--- config.mk ---
export PLATFORM = sky130hd
export DESIGN_NAME = rgb_row_gaussian_convolver_core
export DESIGN_NICKNAME = d
export VERILOG_FILES = /design/src/rgbgc_pkg.sv /design/src/rgb_row_gaussian_convolver_core.sv /design/src/rgbgc_ctrl.sv /design/src/rgbgc_dp.sv
export SDC_FILE = /design/constraint.sdc
export NUM_CORES = 2
export LEC_CHECK = 0
export BUFFER_PORTS_ARGS = -buffer_cell sky130_fd_sc_hd__buf_2
export CAP_MARGIN = 20
export CORE_ASPECT_RATIO = 1.75
export CORE_MARGIN = 2
export CORE_UTILIZATION = 38
export DETAILED_ROUTE_END_ITERATION = 7
export PLACE_DENSITY_LB_ADDON = 0.12
export SETUP_SLACK_MARGIN = 0.4
export SLEW_MARGIN = 10
export SYNTH_ARGS = -nofsm -noshare
export SYNTH_HDL_FRONTEND = slang
export SYNTH_SLANG_ARGS = --single-unit
--- constraint.sdc ---
create_clock -name clock -period 59.6 [get_ports clock]
set_clock_uncertainty 0.2 [all_clocks]
set_input_delay 11.92 -clock clock [delete_from_list [all_inputs] [get_ports clock]]
set_output_delay 11.92 -clock clock [all_outputs]
set_load 0.01 [all_outputs]
--- src/rgbgc_pkg.sv ---
package rgbgc_pkg;

   localparam int RGBGC_MAX_RADIUS = 7;
   localparam int CHANNEL_BITS     = 16;
   localparam int WEIGHT_BITS      = 17;
   localparam int NUM_WEIGHTS      = 8;
   localparam int CSR_INDEX_BITS   = 3;

   localparam logic [WEIGHT_BITS-1:0] WEIGHT_ONE  = 17'd65536;
   localparam logic [WEIGHT_BITS-1:0] WEIGHT_ZERO = 17'd0;

   // Register indexes
   localparam logic [CSR_INDEX_BITS-1:0] REG_WEIGHT_CENTER = 3'd0;

   typedef struct packed {
      logic [CHANNEL_BITS-1:0] red;
      logic [CHANNEL_BITS-1:0] green;
      logic [CHANNEL_BITS-1:0] blue;
   } pixel_type;

   typedef struct packed {
      logic load_px;
      logic fill;
      logic shift;
      logic load_pair;
      logic mac_step;
      logic write_out;
      logic last_flag;
   } cmd_type;

   typedef struct packed {
      logic out_free;
      logic mac_last;
   } status_type;

endpackage

--- src/rgb_row_gaussian_convolver_core.sv ---
// An emitting request loads the folded tap pairs (PAIR), runs the shared MAC steps (MAC) and
// writes the output register (OUT) once it is free. Requests that emit nothing and do not
// end a row are taken at one per cycle; an emitting one keeps the block busy through its pass.
// Row end adds MAX_RADIUS window shifts plus one multiply-accumulate pass per flushed pixel.
// Reset (synchronous, active high): idle, row counters cleared, weights to identity kernel.
module rgb_row_gaussian_convolver_core #(
   parameter int MAX_RADIUS = rgbgc_pkg::RGBGC_MAX_RADIUS
) (
   input  logic                                  clock,
   input  logic                                  reset,
   input  logic                                  req_valid,
   output logic                                  req_ready,
   input  logic [rgbgc_pkg::CHANNEL_BITS-1:0]    req_red_in,
   input  logic [rgbgc_pkg::CHANNEL_BITS-1:0]    req_green_in,
   input  logic [rgbgc_pkg::CHANNEL_BITS-1:0]    req_blue_in,
   input  logic                                  req_row_last_in,
   output logic                                  rsp_valid,
   input  logic                                  rsp_ready,
   output logic [rgbgc_pkg::CHANNEL_BITS-1:0]    rsp_red_out,
   output logic [rgbgc_pkg::CHANNEL_BITS-1:0]    rsp_green_out,
   output logic [rgbgc_pkg::CHANNEL_BITS-1:0]    rsp_blue_out,
   output logic                                  rsp_row_last_out,
   input  logic                                  csr_write_enable,
   input  logic [rgbgc_pkg::CSR_INDEX_BITS-1:0]  csr_index,
   input  logic [rgbgc_pkg::WEIGHT_BITS-1:0]     csr_data
);
   import rgbgc_pkg::*;

   cmd_type    cmd;
   status_type stat;
   pixel_type  px_in;
   pixel_type  px_out;

   // Pack the request channels into one pixel
   assign px_in.red   = req_red_in;
   assign px_in.green = req_green_in;
   assign px_in.blue  = req_blue_in;

   // Sequencer: counts pending outputs, drives the right-edge flush
   rgbgc_ctrl #(
      .MAX_RADIUS(MAX_RADIUS)
   ) u_ctrl (
      .clock          (clock),
      .reset          (reset),
      .req_valid      (req_valid),
      .req_row_last_in(req_row_last_in),
      .req_ready      (req_ready),
      .stat           (stat),
      .cmd            (cmd)
   );

   // Window, folded-tap MAC, round/saturate and output register
   rgbgc_dp #(
      .MAX_RADIUS(MAX_RADIUS)
   ) u_dp (
      .clock           (clock),
      .reset           (reset),
      .csr_write_enable(csr_write_enable),
      .csr_index       (csr_index),
      .csr_data        (csr_data),
      .px_in           (px_in),
      .cmd             (cmd),
      .stat            (stat),
      .rsp_valid       (rsp_valid),
      .rsp_ready       (rsp_ready),
      .px_out          (px_out),
      .rsp_row_last_out(rsp_row_last_out)
   );

   assign rsp_red_out   = px_out.red;
   assign rsp_green_out = px_out.green;
   assign rsp_blue_out  = px_out.blue;

   // A row's last request always starts the flush, so the block goes busy
   a_last_goes_busy: assert property (@(posedge clock) disable iff (reset)
      req_valid && req_ready && req_row_last_in |=> !req_ready)
      else $error("row end did not start flush");

   // Never overwrite a result that has not been taken
   a_no_overwrite: assert property (@(posedge clock) disable iff (reset)
      cmd.write_out |-> stat.out_free)
      else $error("output register overwritten");

   // No MAC step, pair load or flush shift while a new request enters the window
   a_no_mac_on_accept: assert property (@(posedge clock) disable iff (reset)
      cmd.load_px |-> !cmd.mac_step && !cmd.load_pair && !cmd.shift)
      else $error("request accepted during computation");

endmodule

--- src/rgbgc_ctrl.sv ---
module rgbgc_ctrl #(
   parameter int MAX_RADIUS = rgbgc_pkg::RGBGC_MAX_RADIUS
) (
   input  logic                  clock,
   input  logic                  reset,
   input  logic                  req_valid,
   input  logic                  req_row_last_in,
   output logic                  req_ready,
   input  rgbgc_pkg::status_type stat,
   output rgbgc_pkg::cmd_type    cmd
);
   import rgbgc_pkg::*;

   localparam int CW = $clog2(MAX_RADIUS + 2);

   typedef enum logic [2:0] {IDLE, PAIR, MAC, OUT, FLUSH} state_type;

   state_type       state_ff;
   logic [CW-1:0]   pending_ff;
   logic [CW-1:0]   step_ff;
   logic            started_ff;
   logic            last_ff;
   logic            flushing_ff;
   logic            flag_ff;

   logic [CW:0]     pend_inc;
   logic [CW:0]     step_sum;
   logic            emit_now;
   logic            accept;

   assign req_ready = (state_ff == IDLE);
   assign accept    = req_valid && req_ready;
   assign pend_inc  = {1'b0, pending_ff} + (CW+1)'(1);
   assign emit_now  = pend_inc > (CW+1)'(MAX_RADIUS);
   assign step_sum  = {1'b0, step_ff} + {1'b0, pending_ff};

   always_comb begin
      cmd           = '0;
      cmd.load_px   = accept;
      cmd.fill      = !started_ff;
      cmd.shift     = (state_ff == FLUSH);
      cmd.load_pair = (state_ff == PAIR);
      cmd.mac_step  = (state_ff == MAC);
      cmd.write_out = (state_ff == OUT) && stat.out_free;
      cmd.last_flag = flag_ff;
   end

   always_ff @(posedge clock) begin
      if (reset) begin
         state_ff    <= IDLE;
         pending_ff  <= '0;
         step_ff     <= '0;
         started_ff  <= 1'b0;
         last_ff     <= 1'b0;
         flushing_ff <= 1'b0;
         flag_ff     <= 1'b0;
      end else begin
         unique case (state_ff)
            IDLE: begin
               if (accept) begin
                  started_ff <= 1'b1;
                  last_ff    <= req_row_last_in;
                  flag_ff    <= 1'b0;
                  if (emit_now) begin
                     pending_ff <= CW'(MAX_RADIUS);
                     state_ff   <= PAIR;
                  end else begin
                     pending_ff <= pend_inc[CW-1:0];
                     if (req_row_last_in) begin
                        flushing_ff <= 1'b1;
                        step_ff     <= CW'(1);
                        state_ff    <= FLUSH;
                     end
                  end
               end
            end
            PAIR: state_ff <= MAC;
            MAC: begin
               if (stat.mac_last) begin
                  state_ff <= OUT;
               end
            end
            OUT: begin
               if (stat.out_free) begin
                  if (flushing_ff) begin
                     if (step_ff == CW'(MAX_RADIUS)) begin
                        pending_ff  <= '0;
                        started_ff  <= 1'b0;
                        flushing_ff <= 1'b0;
                        state_ff    <= IDLE;
                     end else begin
                        step_ff  <= step_ff + CW'(1);
                        state_ff <= FLUSH;
                     end
                  end else if (last_ff) begin
                     flushing_ff <= 1'b1;
                     step_ff     <= CW'(1);
                     state_ff    <= FLUSH;
                  end else begin
                     state_ff <= IDLE;
                  end
               end
            end
            FLUSH: begin
               if (step_sum > (CW+1)'(MAX_RADIUS)) begin
                  flag_ff  <= (step_ff == CW'(MAX_RADIUS));
                  state_ff <= PAIR;
               end else if (step_ff == CW'(MAX_RADIUS)) begin
                  pending_ff  <= '0;
                  started_ff  <= 1'b0;
                  flushing_ff <= 1'b0;
                  state_ff    <= IDLE;
               end else begin
                  step_ff <= step_ff + CW'(1);
               end
            end
            default: state_ff <= IDLE;
         endcase
      end
   end

endmodule

--- src/rgbgc_dp.sv ---
module rgbgc_dp #(
   parameter int MAX_RADIUS = rgbgc_pkg::RGBGC_MAX_RADIUS
) (
   input  logic                                    clock,
   input  logic                                    reset,
   input  logic                                    csr_write_enable,
   input  logic [rgbgc_pkg::CSR_INDEX_BITS-1:0]    csr_index,
   input  logic [rgbgc_pkg::WEIGHT_BITS-1:0]       csr_data,
   input  rgbgc_pkg::pixel_type                    px_in,
   input  rgbgc_pkg::cmd_type                      cmd,
   output rgbgc_pkg::status_type                   stat,
   output logic                                    rsp_valid,
   input  logic                                    rsp_ready,
   output rgbgc_pkg::pixel_type                    px_out,
   output logic                                    rsp_row_last_out
);
   import rgbgc_pkg::*;

   localparam int WD = 2 * MAX_RADIUS + 1;
   localparam int NT = ((MAX_RADIUS < NUM_WEIGHTS - 1) ? MAX_RADIUS : NUM_WEIGHTS - 1) + 1;
   localparam int TW = $clog2(NT);
   localparam int SB = CHANNEL_BITS + 1;
   localparam int PB = SB + WEIGHT_BITS;
   localparam int AW = PB + $clog2(NT);

   logic [WEIGHT_BITS-1:0]  w_ff [NUM_WEIGHTS];
   pixel_type               win_ff [WD];
   logic [SB-1:0]           pair_ff [NT][3];
   logic [AW-1:0]           acc_ff [3];
   logic [TW-1:0]           tap_ff;
   logic                    rsp_valid_ff;
   pixel_type               out_ff;
   logic                    out_last_ff;

   logic [CHANNEL_BITS-1:0] win_ch [WD][3];
   logic [WEIGHT_BITS-1:0]  w_sel;
   logic [CHANNEL_BITS-1:0] res [3];
   pixel_type               new_px;

   assign new_px = cmd.load_px ? px_in : win_ff[0];
   assign w_sel  = w_ff[3'(tap_ff)];

   assign stat.out_free = !rsp_valid_ff || rsp_ready;
   assign stat.mac_last = (tap_ff == TW'(NT - 1));

   always_comb begin
      for (int i = 0; i < WD; i++) begin
         win_ch[i][0] = win_ff[i].red;
         win_ch[i][1] = win_ff[i].green;
         win_ch[i][2] = win_ff[i].blue;
      end
   end

   // Round half up, then saturate to full scale
   always_comb begin
      logic [AW:0] rnd;
      for (int c = 0; c < 3; c++) begin
         rnd = {1'b0, acc_ff[c]} + (AW+1)'(32768);
         if (|rnd[AW:16+CHANNEL_BITS]) begin
            res[c] = '1;
         end else begin
            res[c] = rnd[16+CHANNEL_BITS-1:16];
         end
      end
   end

   always_ff @(posedge clock) begin
      if (reset) begin
         w_ff[0] <= WEIGHT_ONE;
         for (int i = 1; i < NUM_WEIGHTS; i++) begin
            w_ff[i] <= WEIGHT_ZERO;
         end
      end else if (csr_write_enable) begin
         w_ff[csr_index] <= csr_data;
      end
   end

   // Window: fill on the first pixel of a row, shift otherwise
   always_ff @(posedge clock) begin
      if (cmd.load_px || cmd.shift) begin
         if (cmd.load_px && cmd.fill) begin
            for (int i = 0; i < WD; i++) begin
               win_ff[i] <= px_in;
            end
         end else begin
            for (int i = WD - 1; i > 0; i--) begin
               win_ff[i] <= win_ff[i-1];
            end
            win_ff[0] <= new_px;
         end
      end
   end

   // Fold symmetric taps, then run one multiply-accumulate per tap distance
   always_ff @(posedge clock) begin
      if (cmd.load_pair) begin
         tap_ff <= '0;
         for (int c = 0; c < 3; c++) begin
            acc_ff[c]     <= '0;
            pair_ff[0][c] <= {1'b0, win_ch[MAX_RADIUS][c]};
            for (int d = 1; d < NT; d++) begin
               pair_ff[d][c] <= {1'b0, win_ch[MAX_RADIUS-d][c]}
                              + {1'b0, win_ch[MAX_RADIUS+d][c]};
            end
         end
      end else if (cmd.mac_step) begin
         tap_ff <= tap_ff + TW'(1);
         for (int c = 0; c < 3; c++) begin
            acc_ff[c] <= acc_ff[c] + AW'(pair_ff[0][c] * w_sel);
            for (int d = 0; d < NT - 1; d++) begin
               pair_ff[d][c] <= pair_ff[d+1][c];
            end
         end
      end
   end

   always_ff @(posedge clock) begin
      if (reset) begin
         rsp_valid_ff <= 1'b0;
      end else if (cmd.write_out) begin
         rsp_valid_ff <= 1'b1;
      end else if (rsp_ready) begin
         rsp_valid_ff <= 1'b0;
      end
   end

   always_ff @(posedge clock) begin
      if (cmd.write_out) begin
         out_ff.red   <= res[0];
         out_ff.green <= res[1];
         out_ff.blue  <= res[2];
         out_last_ff  <= cmd.last_flag;
      end
   end

   assign rsp_valid        = rsp_valid_ff;
   assign px_out           = out_ff;
   assign rsp_row_last_out = out_last_ff;

endmodule

After elaboration in Yosys (flattened, before gate mapping) --
Memories as Yosys holds them, arrays and structs flattened. A register that Yosys moved wholly into a read port is not among the register bits. Cells that the tools add are included.
Word-level totals: register bits after elaboration 68, output and inout port bits 51, memories kept 4, bits in writable memories 1375, input port bits 74, word-level logic and storage cells 240
Operators by class: add/sub/neg operators 31, reduce and logical (&&, ||, !) cells 21, bitwise logic cells 39, order comparisons 2, multipliers 3, muxes and demuxes 109, eq/ne operators 18
Memories:
- u_dp.win_ff | depth 15, bits a word 48, read ports 15, clocked after memory_dff 0, write ports 15, RTL line rgbgc_dp.sv:27 | pixel_type win_ff [WD];
- u_dp.pair_ff | depth 8, bits a word 51, read ports 8, clocked after memory_dff 0, write ports 8, RTL line rgbgc_dp.sv:28 | logic [SB-1:0] pair_ff [NT][3];
- u_dp.w_ff | depth 8, bits a word 17, read ports 1, clocked after memory_dff 1, write ports 8, RTL line rgbgc_dp.sv:26 | logic [WEIGHT_BITS-1:0] w_ff [NUM_WEIGHTS];
- u_dp.acc_ff | depth 3, bits a word 37, read ports 3, clocked after memory_dff 0, write ports 3, RTL line rgbgc_dp.sv:29 | logic [AW-1:0] acc_ff [3];
Operators with widths (count):
- 48-bit 2-to-1 mux | 16
- 17-bit 2-to-1 mux | 22
- 16-bit by 16-bit adder with 17-bit output | 21
- 37-bit by 16-bit adder with 38-bit output, second input constant | 3
- 37-bit by 34-bit adder with 37-bit output | 3
- 37-bit 2-to-1 mux | 3
- 17-bit by 17-bit multiplier with 34-bit output | 3
- 4-bit 2-to-1 mux | 14
- 3-bit 2-to-1 mux | 13
- 1-bit bitwise OR | 39
- 1-bit 2-to-1 mux | 35
- 4-bit case mux with 3 select lines | 2
- 6-bit OR reduction | 3
- 17-bit OR reduction | 1
- 3-bit case mux with 5 select lines | 1
- 7-bit AND reduction | 2
- 2-bit inequality test, second input constant | 6
- 5-bit by 3-bit > comparator with 1-bit output, second input constant | 2
- 5-bit AND reduction | 2
- 3-bit by 2-bit equality test with 1-bit output, second input constant | 2
- 3-bit equality test, second input constant | 2
- 2-bit by 1-bit inequality test with 1-bit output, second input constant | 3
- 3-bit inequality test, second input constant | 2
- 1-bit case mux with 3 select lines | 2
- other kinds (16) | 21

Depth between registers and ports, before layout --
depth in word-level cells 7, gate-level depth with buffers 30, gate-level depth less buffers 26

Cells and area by module --
A second synthesis with hierarchy kept.
Second synthesis, totals: cell total of the unflattened synthesis 9321, area total of the unflattened synthesis 102889.9 µm²
Modules (own cells, without submodules):
- rgbgc_dp | area an instance 101813.9 µm², cells an instance 9199, seq. area each 42891.1 µm², instances 1
- rgbgc_ctrl | area an instance 1076.0 µm², cells an instance 122, seq. area each 300.3 µm², instances 1

Least setup slack after synthesis --
Ideal clock, no wire load.
kind input to register, start point input port req_valid, end point memory u_dp.win_ff[0][100] in the netlist's numbering, enable pin, library setup time 4.755 ns, cell stages on the path 2, path slack 31.711 ns, data arrival time 22.934 ns, cell sequence nand2_1 > nand2_1
RTL lines:
- start, declared | RTL line rgb_row_gaussian_convolver_core.sv:11 | input logic req_valid,
- end, declared | RTL line rgbgc_dp.sv:27

==> results_dict.tcl <==
set metrics [dict create \
    relSlewSlack_pct 25.9 \
    cts_resized 0 \
    hold_path.class "reg2reg" \
    antenna_left 0 \
    synth_edf_count 1423 \
    min_delay_path_depth 2 \
    grt_antenna_before_repair 8 \
    ctsHoldBuffers 0 \
    drtPass1Iterations 7 \
    slew_violations 0 \
    critical_path.startpoint_type "input pin" \
    yosysWarningCount 0 \
    hold_viol 0 \
    h-tree-depth 4 \
    nNetsFinal 10900 \
    crit_type "in2reg" \
    endpoint_kind "flip-flop" \
    grt_use_total_pct 20.0 \
    root_buffer "clkbuf_16" \
    setup_tns_ns 0 \
    dieArea_sq_um 274000 \
    tightest_slew_ns 1.11 \
    postCtsSetupRepairBufs 0 \
    finalSetupViolations 0 \
    overflow 0 \
    place_congestion 0.849 \
    cp_max_fo 68 \
    start_util_pct 38.1 \
    fin_util_pct 41.7 \
    path_common_cell "buf_4" \
    critPathBufInv 8 \
    std_cell_rows 252 \
    clock-sinks 1446 \
    drv_cap 0 \
    core_sq_um 269000 \
    cp_num_cells 10 \
    grt_max_degree 164 \
    io_buffer_count 124 \
    fp.dieH_microns 691 \
    min_period_ns 17.73 \
    clock.fmax_ghz 0.0564 \
    cts_tree "built" \
    grt_pass1_wl_microns 426000 \
    grt_pass1_vias 73100 \
    slowest_stage "buf_4" \
    n_fill_cell 25900 \
    routed_via_density 5.17 \
    synth_cell_type_count 80 \
    layout-drive-gt1-share_pct 5.77 \
    synth_area_sq_um 102000 \
    final.period_utilization_pct 29.7 \
    required_ns 59.84 \
    postSynthAreaPerCell_sq_um 11.0 \
    synthFlopType "edfxtp_1" \
    cts.clk_slew.worst_paths_ns 0.07 \
    cts.path.max_buffers 4 \
    clkLatencyLatePin_ns 0.85 \
    avgRoutedWirePerCell_microns 20.9 \
    routed_wl_microns 272000 \
    arrival_ns 17.97 \
    hpwlAfterDp_microns 196000 \
    cts_buffers 157 \
    syn_nets 10900 \
    status "complete, no violations" \
    synthCells 9327 \
    drc 0 \
    vias 67200 \
    syn_to_final_growth_pct 9.31 \
    io_pins 125 \
    ys_seq_area_share_pct 42.2 \
    rsz0062_at_grt "false" \
    fp.dieW_microns 396 \
    path_cells "buf_2, nand2_1, nand2_4, buf_4, buf_4, buf_4, buf_4, buf_4, buf_4, buf_16" \
    ys_seq_elements 1446 \
    async_flop_share_pct 0 \
    drt_iter0_markers 3210 \
    critPathTopFamily "buffers and inverters" \
    cpPeakStageDelay_ns 0.82 \
    ff2ff_path_depth 26 \
]
-- layer usage --
metal  global-route usage [%]  wire length, microns  vias up
met5                        0                    13        -
met1                     22.5                105000    34200
met3                     1.85                  7700      416
li1                         -                     -    31500
met4                     5.51                  7580        2
met2                     39.2                152000     1082
-- worst min-delay path, delay by kind of cell (launching register included) --
| family | cells | cell delay (ns) |
|---|---|---|
| simple gates | 1 | 0.06 |
| compound gates | 1 | 0.05 |
| flops | 1 | 0.32 |
-- synthesized netlist by cell type (all sizes together) (17+ instances only) --
library cell,count,area [sq um]
mux4,34,766
o211ai,24,180
a31oi,45,282
nor2b,238,1490
o31ai,43,333
o21bai,43,323
xnor2,167,1460
or3,19,119
a21boi,17,128
and2,442,2770
a21o,782,5870
nor3,72,360
inv,1226,4600
nand2,965,3620
nand4,21,131
nand2b,81,507
dfxtp,23,460
a211oi,38,285
edfxtp,1423,42700
o21ai,363,1820
and3,46,288
xor2,192,1680
nor2,417,1570
a21oi,373,1870
clkbuf,369,1390
ha,680,8510
nand3,82,410
or2,17,106
buf,28,111
fa,795,15900
o21a,50,375
a22o,59,517
-- per-stage QoR --
step / std cells / setup WS [ns] / hold slack (ns) / cell area (sq um)
after floorplan: 9327 / 31.71 / 0.208 / 102000
after global placement: 12700 / 40.86 / 0.254 / 107000
after detailed placement: 12700 / 40.63 / 0.266 / 107000
after CTS: 13000 / 41.51 / 0.275 / 112000
after global routing: 13000 / 41.38 / 0.297 / 112000
final: 13000 / 41.87 / 0.270 / 112000
-- cell families (layout without fill, tap and decap cells) --
group | Yosys count | in the layout | share of synthesized area [%]
flip-flops | 1446 | 1446 | 42.2
other | 0 | 5 | 0
adder cells (fa/ha/maj) | 1475 | 1475 | 23.9
multiplexers | 57 | 57 | 0.991
AO/OA/AOI/OAI | 1931 | 1931 | 12.6
AND/OR/NAND/NOR | 2436 | 2436 | 11.4
XOR/XNOR | 359 | 359 | 3.07
buffers and inverters | 1623 | 1740 | 5.96
-- sequential cells by signal (all words and copies together) (netlist names), named ones only --
register / cells
u_ctrl.state_ff: 3
u_dp.rsp_valid: 1
u_ctrl.step_ff: 4
u_dp.acc_ff: 111
u_ctrl.pending_ff: 4
u_dp.rsp_row_last_out: 1
u_ctrl.flag_ff: 1
u_dp.w_ff: 136
u_ctrl.last_ff: 1
u_dp.pair_ff: 408
u_dp.px_out: 48
u_ctrl.flushing_ff: 1
u_dp.win_ff: 720
u_dp.tap_ff: 3
u_ctrl.started_ff: 1
-- placed cells by master (no fill, tap or decap), types with 36 or more instances in the layout --
cell / netlist / layout
nand2b_1: 81 / 81
xor2_1: 192 / 192
clkinv_1: 0 / 36
o31ai_1: 41 / 41
o21ai_0: 219 / 219
fa_1: 795 / 795
a21oi_1: 371 / 371
edfxtp_1: 1423 / 1423
o21bai_1: 43 / 43
a21o_1: 782 / 782
nor2_1: 417 / 417
a211oi_1: 38 / 38
inv_1: 1225 / 1223
buf_2: 5 / 124
and2_1: 442 / 442
o21a_1: 50 / 50
nor3_1: 72 / 70
buf_4: 0 / 108
nand3_1: 82 / 82
nand2_1: 965 / 963
xnor2_1: 167 / 167
clkbuf_16: 0 / 160
o21ai_1: 144 / 144
ha_1: 680 / 680
nor2b_1: 238 / 236
a31oi_1: 45 / 45
a22o_1: 59 / 59
and3_1: 46 / 46
-- final timing paths --
| kind | from | slack, ns | to |
|---|---|---|---|
| max | req_valid | 41.87 | u_dp.win_ff[0][113]$_DFFE_PP_ |
| min | u_dp.pair_ff[0][33]$_SDFFE_PP0P_ | 0.27 | u_dp.pair_ff[0][33]$_SDFFE_PP0P_ |
| max reg2reg | flip-flop | 50.09 | u_dp.acc_ff[0][31]$_SDFFCE_PN0P_ |
| min reg2reg | u_dp.pair_ff[0][33]$_SDFFE_PP0P_ | 0.27 | u_dp.pair_ff[0][33]$_SDFFE_PP0P_ |
-- layout make-up --
type                       instances  area, sq um  area share [%]
clock buffer                     183         4090            3.66
sequential                      1446        43200            38.6
multi-input combinational       6258        53200            47.5
timing repair buffer             240         1600            1.43
tap                             3556         4450            3.98
clock inverter                    91          786           0.702
inverter                        1226         4610            4.12
antenna                            5         12.5          0.0112
Power is left out: the tool's default activity adds up to more than one toggle a clock period on the data nets, which glitch-free logic cannot reach.
